==> src/sv/pmct_pkg.sv <==
// Shared constants for the PS/2 mouse cursor tracker.
// No dependencies; used by the channel interfaces and the top level.
package pmct_pkg;

    localparam int MAX_SCREEN_DEF = 4096;

    localparam int BYTE_W    = 8;
    localparam int COORD_W   = 12;
    localparam int CFG_W     = 13;
    localparam int CFG_IDX_W = 2;

    // Configuration register indexes
    localparam logic [CFG_IDX_W-1:0] REG_SCREEN_WIDTH  = 2'd0;
    localparam logic [CFG_IDX_W-1:0] REG_SCREEN_HEIGHT = 2'd1;

    localparam logic [CFG_W-1:0] SCREEN_WIDTH_RST  = 13'd640;
    localparam logic [CFG_W-1:0] SCREEN_HEIGHT_RST = 13'd480;

    // Header byte bit positions
    localparam int SYNC_BIT  = 3;
    localparam int LEFT_BIT  = 0;
    localparam int RIGHT_BIT = 1;

    localparam int START_POS = 100;

    typedef struct packed {
        logic [COORD_W-1:0] cursor_x;
        logic [COORD_W-1:0] cursor_y;
        logic               left_down;
        logic               right_down;
    } t_result;

endpackage

==> src/sv/pmct_in_if.sv <==
// Input byte channel: valid/ready handshake carrying one received PS/2 byte.
// Depends on pmct_pkg.
interface pmct_in_if;
    logic                       valid;
    logic                       ready;
    logic [pmct_pkg::BYTE_W-1:0] rx_byte;

    modport source (output valid, output rx_byte, input ready);
    modport sink   (input valid, input rx_byte, output ready);
endinterface

==> src/sv/pmct_out_if.sv <==
// Result channel: valid/ready handshake carrying cursor position and buttons.
// Depends on pmct_pkg.
interface pmct_out_if;
    logic                         valid;
    logic                         ready;
    logic [pmct_pkg::COORD_W-1:0] cursor_x;
    logic [pmct_pkg::COORD_W-1:0] cursor_y;
    logic                         left_down;
    logic                         right_down;

    modport source (output valid, output cursor_x, output cursor_y,
                    output left_down, output right_down, input ready);
    modport sink   (input valid, input cursor_x, input cursor_y,
                    input left_down, input right_down, output ready);
endinterface

==> src/sv/ps2_mouse_cursor_tracker_top.sv <==
// PS/2 mouse cursor tracker: assembles 3-byte packets into a clamped cursor position.
// A result is registered when the third byte of a packet is accepted.
// Throughput: one byte per cycle unless the skid register is full; one add and clamp.
// An output register plus one skid register keep input flowing while a result waits.
// Reset (synchronous, active low): screen 640x480, position (100,100), header hunt.
// Depends on pmct_pkg, pmct_in_if, pmct_out_if.
module ps2_mouse_cursor_tracker_top #(
    parameter int MAX_SCREEN = pmct_pkg::MAX_SCREEN_DEF
) (
    input  logic                           i_clk,
    input  logic                           i_rst_n,
    input  logic                           i_cfg_we,
    input  logic [pmct_pkg::CFG_IDX_W-1:0] i_cfg_idx,
    input  logic [pmct_pkg::CFG_W-1:0]     i_cfg_wdata,
    pmct_in_if.sink                        i_rx,
    pmct_out_if.source                     o_cur
);

    // Position width: enough for MAX_SCREEN-1 and for the start position
    localparam int POS_MIN_W = $clog2(pmct_pkg::START_POS + 1);
    localparam int POS_W = ($clog2(MAX_SCREEN) > POS_MIN_W) ? $clog2(MAX_SCREEN) : POS_MIN_W;
    // Unsigned compare width for limits, signed width for the sum
    localparam int CW = (POS_W + 1 > pmct_pkg::CFG_W) ? POS_W + 1 : pmct_pkg::CFG_W;
    localparam int SW = CW + 2;
    localparam logic [CW-1:0] MAX_V = CW'(MAX_SCREEN);

    typedef enum logic [1:0] {
        PH_HEAD,
        PH_XDELTA,
        PH_YDELTA
    } t_phase;

    logic [pmct_pkg::CFG_W-1:0] r_width, r_height;
    t_phase                     r_phase;
    logic                       r_left, r_right;
    logic [pmct_pkg::BYTE_W-1:0] r_dx;
    logic [POS_W-1:0]           r_pos_x, r_pos_y;
    pmct_pkg::t_result          r_out, r_skid;
    logic                       r_out_valid, r_skid_valid;

    logic              accept;
    logic              is_third;
    logic [POS_W-1:0]  n_pos_x, n_pos_y;
    pmct_pkg::t_result n_res;

    function automatic logic [CW-1:0] limit_of(input logic [pmct_pkg::CFG_W-1:0] size);
        logic [CW-1:0] s;
        s = CW'(size);
        if (s == '0) begin
            s = CW'(1);
        end else if (s > MAX_V) begin
            s = MAX_V;
        end
        return s;
    endfunction

    function automatic logic [POS_W-1:0] clamp_pos(input logic signed [SW-1:0] v,
                                                   input logic [CW-1:0] lim);
        logic [POS_W-1:0] r;
        if (v < 0) begin
            r = '0;
        end else if (v[CW-1:0] >= lim) begin
            r = POS_W'(lim - CW'(1));
        end else begin
            r = v[POS_W-1:0];
        end
        return r;
    endfunction

    assign i_rx.ready = !r_skid_valid;
    assign accept     = i_rx.valid && !r_skid_valid;

    always_comb begin
        logic signed [SW-1:0] sum_x, sum_y;
        case (r_phase)
            PH_HEAD:   is_third = 1'b0;
            PH_XDELTA: is_third = 1'b0;
            default:   is_third = 1'b1;
        endcase
        sum_x = $signed({2'b00, CW'(r_pos_x)}) + SW'($signed(r_dx));
        sum_y = $signed({2'b00, CW'(r_pos_y)}) - SW'($signed(i_rx.rx_byte));
        n_pos_x = clamp_pos(sum_x, limit_of(r_width));
        n_pos_y = clamp_pos(sum_y, limit_of(r_height));
        n_res.cursor_x   = pmct_pkg::COORD_W'(n_pos_x);
        n_res.cursor_y   = pmct_pkg::COORD_W'(n_pos_y);
        n_res.left_down  = r_left;
        n_res.right_down = r_right;
    end

    always_ff @(posedge i_clk) begin
        if (!i_rst_n) begin
            r_width      <= pmct_pkg::SCREEN_WIDTH_RST;
            r_height     <= pmct_pkg::SCREEN_HEIGHT_RST;
            r_phase      <= PH_HEAD;
            r_left       <= 1'b0;
            r_right      <= 1'b0;
            r_dx         <= '0;
            r_pos_x      <= POS_W'(pmct_pkg::START_POS);
            r_pos_y      <= POS_W'(pmct_pkg::START_POS);
            r_out_valid  <= 1'b0;
            r_skid_valid <= 1'b0;
        end else begin
            if (i_cfg_we) begin
                if (i_cfg_idx == pmct_pkg::REG_SCREEN_WIDTH) begin
                    r_width <= i_cfg_wdata;
                end else if (i_cfg_idx == pmct_pkg::REG_SCREEN_HEIGHT) begin
                    r_height <= i_cfg_wdata;
                end
            end

            if (accept) begin
                case (r_phase)
                    PH_HEAD: begin
                        // hunt for a header: sync bit must be set
                        if (i_rx.rx_byte[pmct_pkg::SYNC_BIT]) begin
                            r_left  <= i_rx.rx_byte[pmct_pkg::LEFT_BIT];
                            r_right <= i_rx.rx_byte[pmct_pkg::RIGHT_BIT];
                            r_phase <= PH_XDELTA;
                        end
                    end
                    PH_XDELTA: begin
                        r_dx    <= i_rx.rx_byte;
                        r_phase <= PH_YDELTA;
                    end
                    default: begin
                        r_pos_x <= n_pos_x;
                        r_pos_y <= n_pos_y;
                        r_phase <= PH_HEAD;
                    end
                endcase
            end

            if (!r_out_valid || o_cur.ready) begin
                if (r_skid_valid) begin
                    r_out        <= r_skid;
                    r_out_valid  <= 1'b1;
                    r_skid_valid <= 1'b0;
                end else if (accept && is_third) begin
                    r_out       <= n_res;
                    r_out_valid <= 1'b1;
                end else begin
                    r_out_valid <= 1'b0;
                end
            end else if (accept && is_third) begin
                // output stalled: park the result in the skid register
                r_skid       <= n_res;
                r_skid_valid <= 1'b1;
            end
        end
    end

    assign o_cur.valid      = r_out_valid;
    assign o_cur.cursor_x   = r_out.cursor_x;
    assign o_cur.cursor_y   = r_out.cursor_y;
    assign o_cur.left_down  = r_out.left_down;
    assign o_cur.right_down = r_out.right_down;

endmodule

==> src/flat_wrapper.sv <==
// flat-port wrapper written by rule: the top's interface ports become plain ports
module ps2_mouse_cursor_tracker_top_flat 
#(
    parameter int MAX_SCREEN = pmct_pkg::MAX_SCREEN_DEF
)
  (i_clk, i_rst_n, i_cfg_we, i_cfg_idx, i_cfg_wdata, i_rx_valid, i_rx_rx_byte, i_rx_ready, o_cur_valid, o_cur_cursor_x, o_cur_cursor_y, o_cur_left_down, o_cur_right_down, o_cur_ready);
  pmct_in_if i_rx_i ();
  pmct_out_if o_cur_i ();
  input  logic i_clk;
  input  logic i_rst_n;
  input  logic i_cfg_we;
  input  logic [pmct_pkg::CFG_IDX_W-1:0] i_cfg_idx;
  input  logic [pmct_pkg::CFG_W-1:0] i_cfg_wdata;
  input wire logic [$bits(i_rx_i.valid)-1:0] i_rx_valid;
  input wire logic [$bits(i_rx_i.rx_byte)-1:0] i_rx_rx_byte;
  output wire logic [$bits(i_rx_i.ready)-1:0] i_rx_ready;
  output wire logic [$bits(o_cur_i.valid)-1:0] o_cur_valid;
  output wire logic [$bits(o_cur_i.cursor_x)-1:0] o_cur_cursor_x;
  output wire logic [$bits(o_cur_i.cursor_y)-1:0] o_cur_cursor_y;
  output wire logic [$bits(o_cur_i.left_down)-1:0] o_cur_left_down;
  output wire logic [$bits(o_cur_i.right_down)-1:0] o_cur_right_down;
  input wire logic [$bits(o_cur_i.ready)-1:0] o_cur_ready;
  assign i_rx_i.valid = i_rx_valid;
  assign i_rx_i.rx_byte = i_rx_rx_byte;
  assign i_rx_ready = i_rx_i.ready;
  assign o_cur_valid = o_cur_i.valid;
  assign o_cur_cursor_x = o_cur_i.cursor_x;
  assign o_cur_cursor_y = o_cur_i.cursor_y;
  assign o_cur_left_down = o_cur_i.left_down;
  assign o_cur_right_down = o_cur_i.right_down;
  assign o_cur_i.ready = o_cur_ready;
  ps2_mouse_cursor_tracker_top #(.MAX_SCREEN(MAX_SCREEN)) u_core (.i_clk(i_clk), .i_rst_n(i_rst_n), .i_cfg_we(i_cfg_we), .i_cfg_idx(i_cfg_idx), .i_cfg_wdata(i_cfg_wdata), .i_rx(i_rx_i), .o_cur(o_cur_i));
endmodule
==> config.mk <==
export PLATFORM = sky130hd
export DESIGN_NAME = ps2_mouse_cursor_tracker_top_flat
export DESIGN_NICKNAME = d
export VERILOG_FILES = /design/src/sv/pmct_pkg.sv /design/src/sv/pmct_in_if.sv /design/src/sv/pmct_out_if.sv /design/src/sv/ps2_mouse_cursor_tracker_top.sv /design/src/flat_wrapper.sv
export SDC_FILE = /design/constraint.sdc
export NUM_CORES = 1
export LEC_CHECK = 0
export ABC_AREA = 1
export CAP_MARGIN = 30
export CORE_MARGIN = 8
export CORE_UTILIZATION = 49
export DETAILED_ROUTE_END_ITERATION = 12
export DONT_BUFFER_PORTS = 1
export HOLD_SLACK_MARGIN = 0.08
export SLEW_MARGIN = 20
export SYNTH_ARGS = -nofsm -noshare
export SYNTH_HDL_FRONTEND = slang
export SYNTH_SLANG_ARGS = --single-unit
==> constraint.sdc <==
create_clock -name i_clk -period 5.35 [get_ports i_clk]
set_clock_uncertainty 0.15 [all_clocks]
set_input_delay 0.2675 -clock i_clk [delete_from_list [all_inputs] [get_ports i_clk]]
set_output_delay 0.2675 -clock i_clk [all_outputs]
set_load 0.01 [all_outputs]
# [After elaboration in Yosys (flattened, before gate mapping)]
# Cells that the tools add are included.
[totals] register_bits=116 in_bits=28 output_inout_bits=28 wordCells=70
[op_classes] add_sub_neg=4 magnitude_cmp=6 n_eq_ne=3 mux=15 n_bitwise=4 n_reduce_logical=20
[op_table] op="$mux 13" count=4
[op_table] op="$mux 26" count=2
[op_table] op="$mux 12" count=4
[op_table] op="$lt 14x1->1 const B" count=2
[op_table] op="$ge 13x13->1" count=2
[op_table] op="$gt 13x13->1 const B" count=2
[op_table] op="$logic_not 13->1" count=2
[op_table] op="$sub 12x1->12 const B" count=2
[op_table] op="$add 13x8->14" count=1
[op_table] op="$sub 13x8->14" count=1
[op_table] op="$reduce_and 3->1" count=4
[op_table] op="$reduce_and 2->1" count=4
[op_table] op="$eq 2x1->1 const B" count=2
[op_table] op="$logic_not 2->1" count=2
[op_table] op="$not 1->1" count=4
[op_table] op="$pmux 2 s2" count=1
[op_table] op="$reduce_or 2->1" count=2
[op_table] op="$mux 1" count=3
[op_table] op="$logic_and 1x1->1" count=2
[op_table] op="$logic_not 1->1" count=2
[op_table] op="$mux 2" count=1
[op_table] op="$ne 2x2->1 const B" count=1
[op_table] op="$reduce_bool 2->1" count=1
[op_table] op="$logic_or 1x1->1" count=1

# [Longest topological paths before layout]
[logic_depth] ltp_word=8 mapped_depth=24 depth_no_buf=23

# [Worst setup path before layout]
# Ideal clock, no wire load.
[synth_path] kind="register to register" startpoint="reg u_core.r_pos_y[0]" endpoint="reg u_core.r_out, in the netlist u_core.o_cur.cursor_y[10] (data pin)" setup_time_ns=0.253 arrival_ns=3.143 slack_ns=1.803 path_stages_with_launch=25 path_buffers=1 synth_period_minus_slack_ns=3.547 cell_sequence="dfxtp_1 -> inv_1 -> ha_1 -> fa_1 -> o21ai_0 -> nand2_1 -> nand3_1 -> nand2_1 -> nand2_1 -> nand2_1 -> a21oi_1 -> nor2_1 -> xor2_1 -> ha_1 -> a21oi_1 -> o21ai_0 -> a21oi_1 -> nand3_1 -> inv_1 -> buf_2 -> nand2_1 -> nand2_1 -> inv_1 -> nand3_1 -> nand2_1"
[synth_between] elab_chain_cells=6 word_cells_on_any_way=7
[synth_rtl] item="start, declared" line="ps2_mouse_cursor_tracker_top.sv:37" text="logic [POS_W-1:0] r_pos_x, r_pos_y;"
[synth_rtl] item="start signal, assigned" line="ps2_mouse_cursor_tracker_top.sv:99" text="r_pos_y <= POS_W'(pmct_pkg::START_POS);"
[synth_rtl] item="start signal, assigned" line="ps2_mouse_cursor_tracker_top.sv:127" text="r_pos_y <= n_pos_y;"
[synth_rtl] item="$sub 13x8->14 *" line="ps2_mouse_cursor_tracker_top.sv:81" text="sum_y = $signed({2'b00, CW'(r_pos_y)}) - SW'($signed(i_rx.rx_byte));"
[synth_rtl] item="$ge 13x13->1" line="ps2_mouse_cursor_tracker_top.sv:62" text="end else if (v[CW-1:0] >= lim) begin"
[synth_rtl] item="$mux 12" line="ps2_mouse_cursor_tracker_top.sv:62"
[synth_rtl] item="$mux 12 *" line="ps2_mouse_cursor_tracker_top.sv:60" text="if (v < 0) begin"
[synth_rtl] item="$mux 26 *" line="ps2_mouse_cursor_tracker_top.sv:138" text="end else if (accept && is_third) begin"
[synth_rtl] item="$mux 26 *" line="ps2_mouse_cursor_tracker_top.sv:134" text="if (r_skid_valid) begin"
[synth_rtl] item="end signal, assigned" line="ps2_mouse_cursor_tracker_top.sv:135" text="r_out <= r_skid;"
[synth_rtl] item="end signal, assigned" line="ps2_mouse_cursor_tracker_top.sv:139" text="r_out <= n_res;"
[synth_rtl] item="end, declared" line="ps2_mouse_cursor_tracker_top.sv:38" text="pmct_pkg::t_result r_out, r_skid;"
# Mark *: on every way between the ends. The rest lies on a longest branch, timed or not. The select of a mux whose other input is x is not followed.
# A chain may end at the register's enable or synchronous reset.

# [Final worst setup path]
[layout_path] startpoint="reg u_core.r_pos_y[0]" endpoint="reg u_core.r_out, in the netlist u_core.o_cur.cursor_y[3] (data pin)"
# The elaborated chain is that of the path after synthesis.

==> impl_metrics.json <==
{
  "status": "finished clean",
  "synth_edf_count": 52,
  "synthAdderAreaFrac_pct": 9.90,
  "syn_to_final_growth_pct": 15.9,
  "fin_tns_setup_ns": 0,
  "core_um2": 14500,
  "p_int_mw": 1.82,
  "fin_nets": 1075,
  "grt_max_degree": 40,
  "path_delay_family": "compound AO/OA/AOI/OAI gates",
  "die_w_um": 137,
  "syn_inst": 950,
  "cpMostUsedCell": "nand2_1",
  "ctsResizeCount": 0,
  "post-route-drc-count": 0,
  "syn_area_per_cell_um2": 7.61,
  "port_buffers": 0,
  "synthXorXnorAreaFrac_pct": 2.79,
  "synth_compound_area_share_pct": 12.6,
  "arrival_ns": 4.15,
  "fin_cells": 1188,
  "dpl_cell_area_um2": 7380,
  "avgViaCountPerCell": 5.22,
  "startpoint_type": "flop",
  "drive_gt1_share_pct": 8.37,
  "wl_met3_um": 960,
  "synthMuxAreaShare_pct": 0,
  "leakage_nw": 3.87,
  "cp_max_fo": 11,
  "synthArstFlopShare_pct": 0,
  "routed_wl_um": 18000,
  "initial_core_util_pct": 49.9,
  "cts_buffers": 17,
  "drtPass1Iterations": 5,
  "worst_ep_required_time_ns": 5.35,
  "dieArea_um2": 18900,
  "irDropWorstVdd_v": 0.000272,
  "cp_slowest_cell": "fa_1",
  "io_pins": 56,
  "syn_area_um2": 7230,
  "min_period_ns": 4.15,
  "antenna_found_initial": 0,
  "ys_warn_count": 0,
  "comb_power_share_pct": 18.7,
  "synthSimpleGateAreaFrac_pct": 28.0,
  "ys_ff_latch": 116,
  "pwr-share-clk_pct": 43.1,
  "mostFrequentLayoutCell": "nand2_1",
  "gp_congestion": 0.893,
  "highest_layer": "met4",
  "cts_tree": "yes",
  "wire_per_inst_um": 15.2,
  "fmaxAchievable_mhz": 241,
  "die_h_um": 137,
  "grt_pass1_vias": 5808,
  "final_cell_mix": "nand2_1, inv_1, nor2_1, dfxtp_1, nand3_1",
  "seq_power_share_pct": 38.2,
  "crit_path_cell_trace": "inv_1, ha_1, fa_1, o21ai_0, nand2_1, nand3_1, nand2_1, nand2_1, nand2_1, a21oi_1, nor2_1, xor2_1, ha_1, a21oi_1, o21ai_0, a21oi_1, nand3_1, inv_1, o21ai_1, nand3_1, nand2_1",
  "path_buf_inv": 2,
  "clock_path_buffers": 2,
  "rsz0062_at_grt": "no",
  "swShare_pct": 29.2,
  "synthFlopType": "dfxtp_1",
  "overflow": 0,
  "clk_latency_ns": 0.41,
  "num_rows": 44,
  "timing.hold.ws_ns": 0.109,
  "routedLengthMet1_um": 9300,
  "synth.distinct_cells": 45,
  "cts.sinks": 116,
  "power_density_nw_per_um2": 308,
  "min_path_type": "in -> reg",
  "hpwl_um": 13600,
  "drt_iter0_drc": 485,
  "relSlewSlack_pct": 47.9,
  "antennaDiodeCount": 0,
  "p_sw_mw": 0.753,
  "grtUsageTotal_pct": 19.8,
  "finalSetupViolations": 0,
  "path_clk_slew_ns": 0.06,
  "wl_met2_um": 7540,
  "critical_path.max_stage_delay_ns": 0.42,
  "htreeDepth": 4,
  "placed_cells": 1115,
  "cts_root_buf": "clkbuf_16",
  "syn_nets": 1034,
  "critPathCaptureType": "flop",
  "finalHoldViolations": 0,
  "crit_type": "reg -> reg",
  "tightest_slew_ns": 0.779,
  "cap_violations": 0,
  "drv_slew": 0,
  "grt_first_pass_wirelength_um": 29400,
  "final_area_um2": 8380,
  "ys_seq_area_share_pct": 39.3,
  "finalCritPeriodShare_pct": 77.6,
  "ant_nets": 0,
  "r2r_slack_ns": 1.20,
  "synth_top_family_by_area": "simple AND/OR/NAND/NOR gates",
  "via_count": 6199
}
## repair_timing
item / CTS / global route
setup buffers: 0 / 0
endpoints found under the hold margin: 46 / 0
hold buffers: 41 / 0
## path summary, 6_finish.rpt
path,start,end,depth (start not counted)
worst max-delay path,u_core.r_pos_y[0]$_SDFFE_PN0P_,u_core.o_cur.cursor_y[3]$_DFFE_PP_,21
worst min-delay path,i_cfg_idx[1],u_core.r_height[2]$_SDFFE_PN0P_,3
worst max register to register,u_core.r_pos_y[0]$_SDFFE_PN0P_,u_core.o_cur.cursor_y[3]$_DFFE_PP_,21
worst min register to register,u_core.r_pos_x[8]$_SDFFE_PN0P_,u_core.r_pos_x[8]$_SDFFE_PN0P_,2
## synthesized netlist by cell type, types with 3 or more instances
| cell type | number | area share (%) |
|---|---|---|
| nand2_1 | 249 | 13 |
| inv_1 | 104 | 5.4 |
| nor2_1 | 89 | 4.6 |
| dfxtp_1 | 64 | 18 |
| nand3_1 | 61 | 4.2 |
| o21ai_0 | 58 | 4.0 |
| a21oi_1 | 57 | 3.9 |
| ha_1 | 54 | 9.3 |
| edfxtp_1 | 52 | 22 |
| nand4_1 | 21 | 1.8 |
| xor2_1 | 16 | 1.9 |
| o21ai_1 | 15 | 1.0 |
| clkbuf_1 | 10 | 0.52 |
| nand2_2 | 9 | 0.78 |
| nand3_2 | 9 | 1.2 |
| buf_2 | 8 | 0.55 |
| xnor2_1 | 7 | 0.85 |
| a21oi_2 | 5 | 0.61 |
| nand2_4 | 5 | 0.78 |
| or2_2 | 5 | 0.43 |
| nor3_1 | 4 | 0.28 |
| o211ai_1 | 4 | 0.42 |
| o21ai_2 | 4 | 0.48 |
| a21o_1 | 3 | 0.31 |
| nor2_2 | 3 | 0.26 |
| nor4_1 | 3 | 0.26 |
| o21bai_1 | 3 | 0.31 |
## registers in the layout, indices dropped and copies added, names as in the netlist, 2 cells and up
| name | flops |
|---|---|
| u_core.r_skid | 26 |
| u_core.r_height | 13 |
| u_core.r_width | 13 |
| u_core.o_cur.cursor_x | 12 |
| u_core.o_cur.cursor_y | 12 |
| u_core.r_pos_x | 12 |
| u_core.r_pos_y | 12 |
| u_core.r_dx | 8 |
| u_core.r_phase | 2 |
## layer usage
layer	vias up	track usage [%]
met1	2790	29.0
met5	-	0
met3	12	3.25
li1	3246	-
met2	151	29.1
met4	0	5.97
## final cells by class
cell class	instances	area, um2
fill	1340	6100
multi-input combinational	702	3860
sequential	116	2840
timing repair buffer	46	458
clock buffer	18	429
inverter	108	405
tap	184	230
clock inverter	14	154
## metrics by stage
step | power [mW] | worst slack (ns) | utilization (%)
4_1_cts | 2.59 | 1.23 | 57.9
2_1_floorplan | 1.34 | 1.80 | -
3_5_place_dp | 1.45 | 1.25 | 51.0
5_1_grt | 2.70 | 0.873 | 57.9
3_3_place_gp | 1.44 | 1.27 | 51.0
6_report | 2.58 | 1.20 | 57.9
## power by group through the flow
stage / Sequential (mW) / Clock (mW) / Combinational (mW)
after global placement: 1.00 / 0 / 0.440
final: 0.984 / 1.11 / 0.483
after detailed placement: 1.00 / 0 / 0.446
after CTS: 0.984 / 1.12 / 0.478
after floorplan: 0.996 / 0 / 0.348
after global routing: 0.987 / 1.17 / 0.548
## tightest hold or removal path, delay by kind of cell
kind | cells | cell delay (ns)
simple gates | 2 | 0.17
compound gates | 1 | 0.18
## cell families (layout without fill, tap and decap cells)
family,Yosys count,in the layout
AO/OA/AOI/OAI,161,161
XOR/XNOR,23,23
buffers and inverters,132,186
adder cells (fa/ha/maj),56,56
flip-flops,116,116
AND/OR/NAND/NOR,462,462
(Power assumes the default switching activity.)
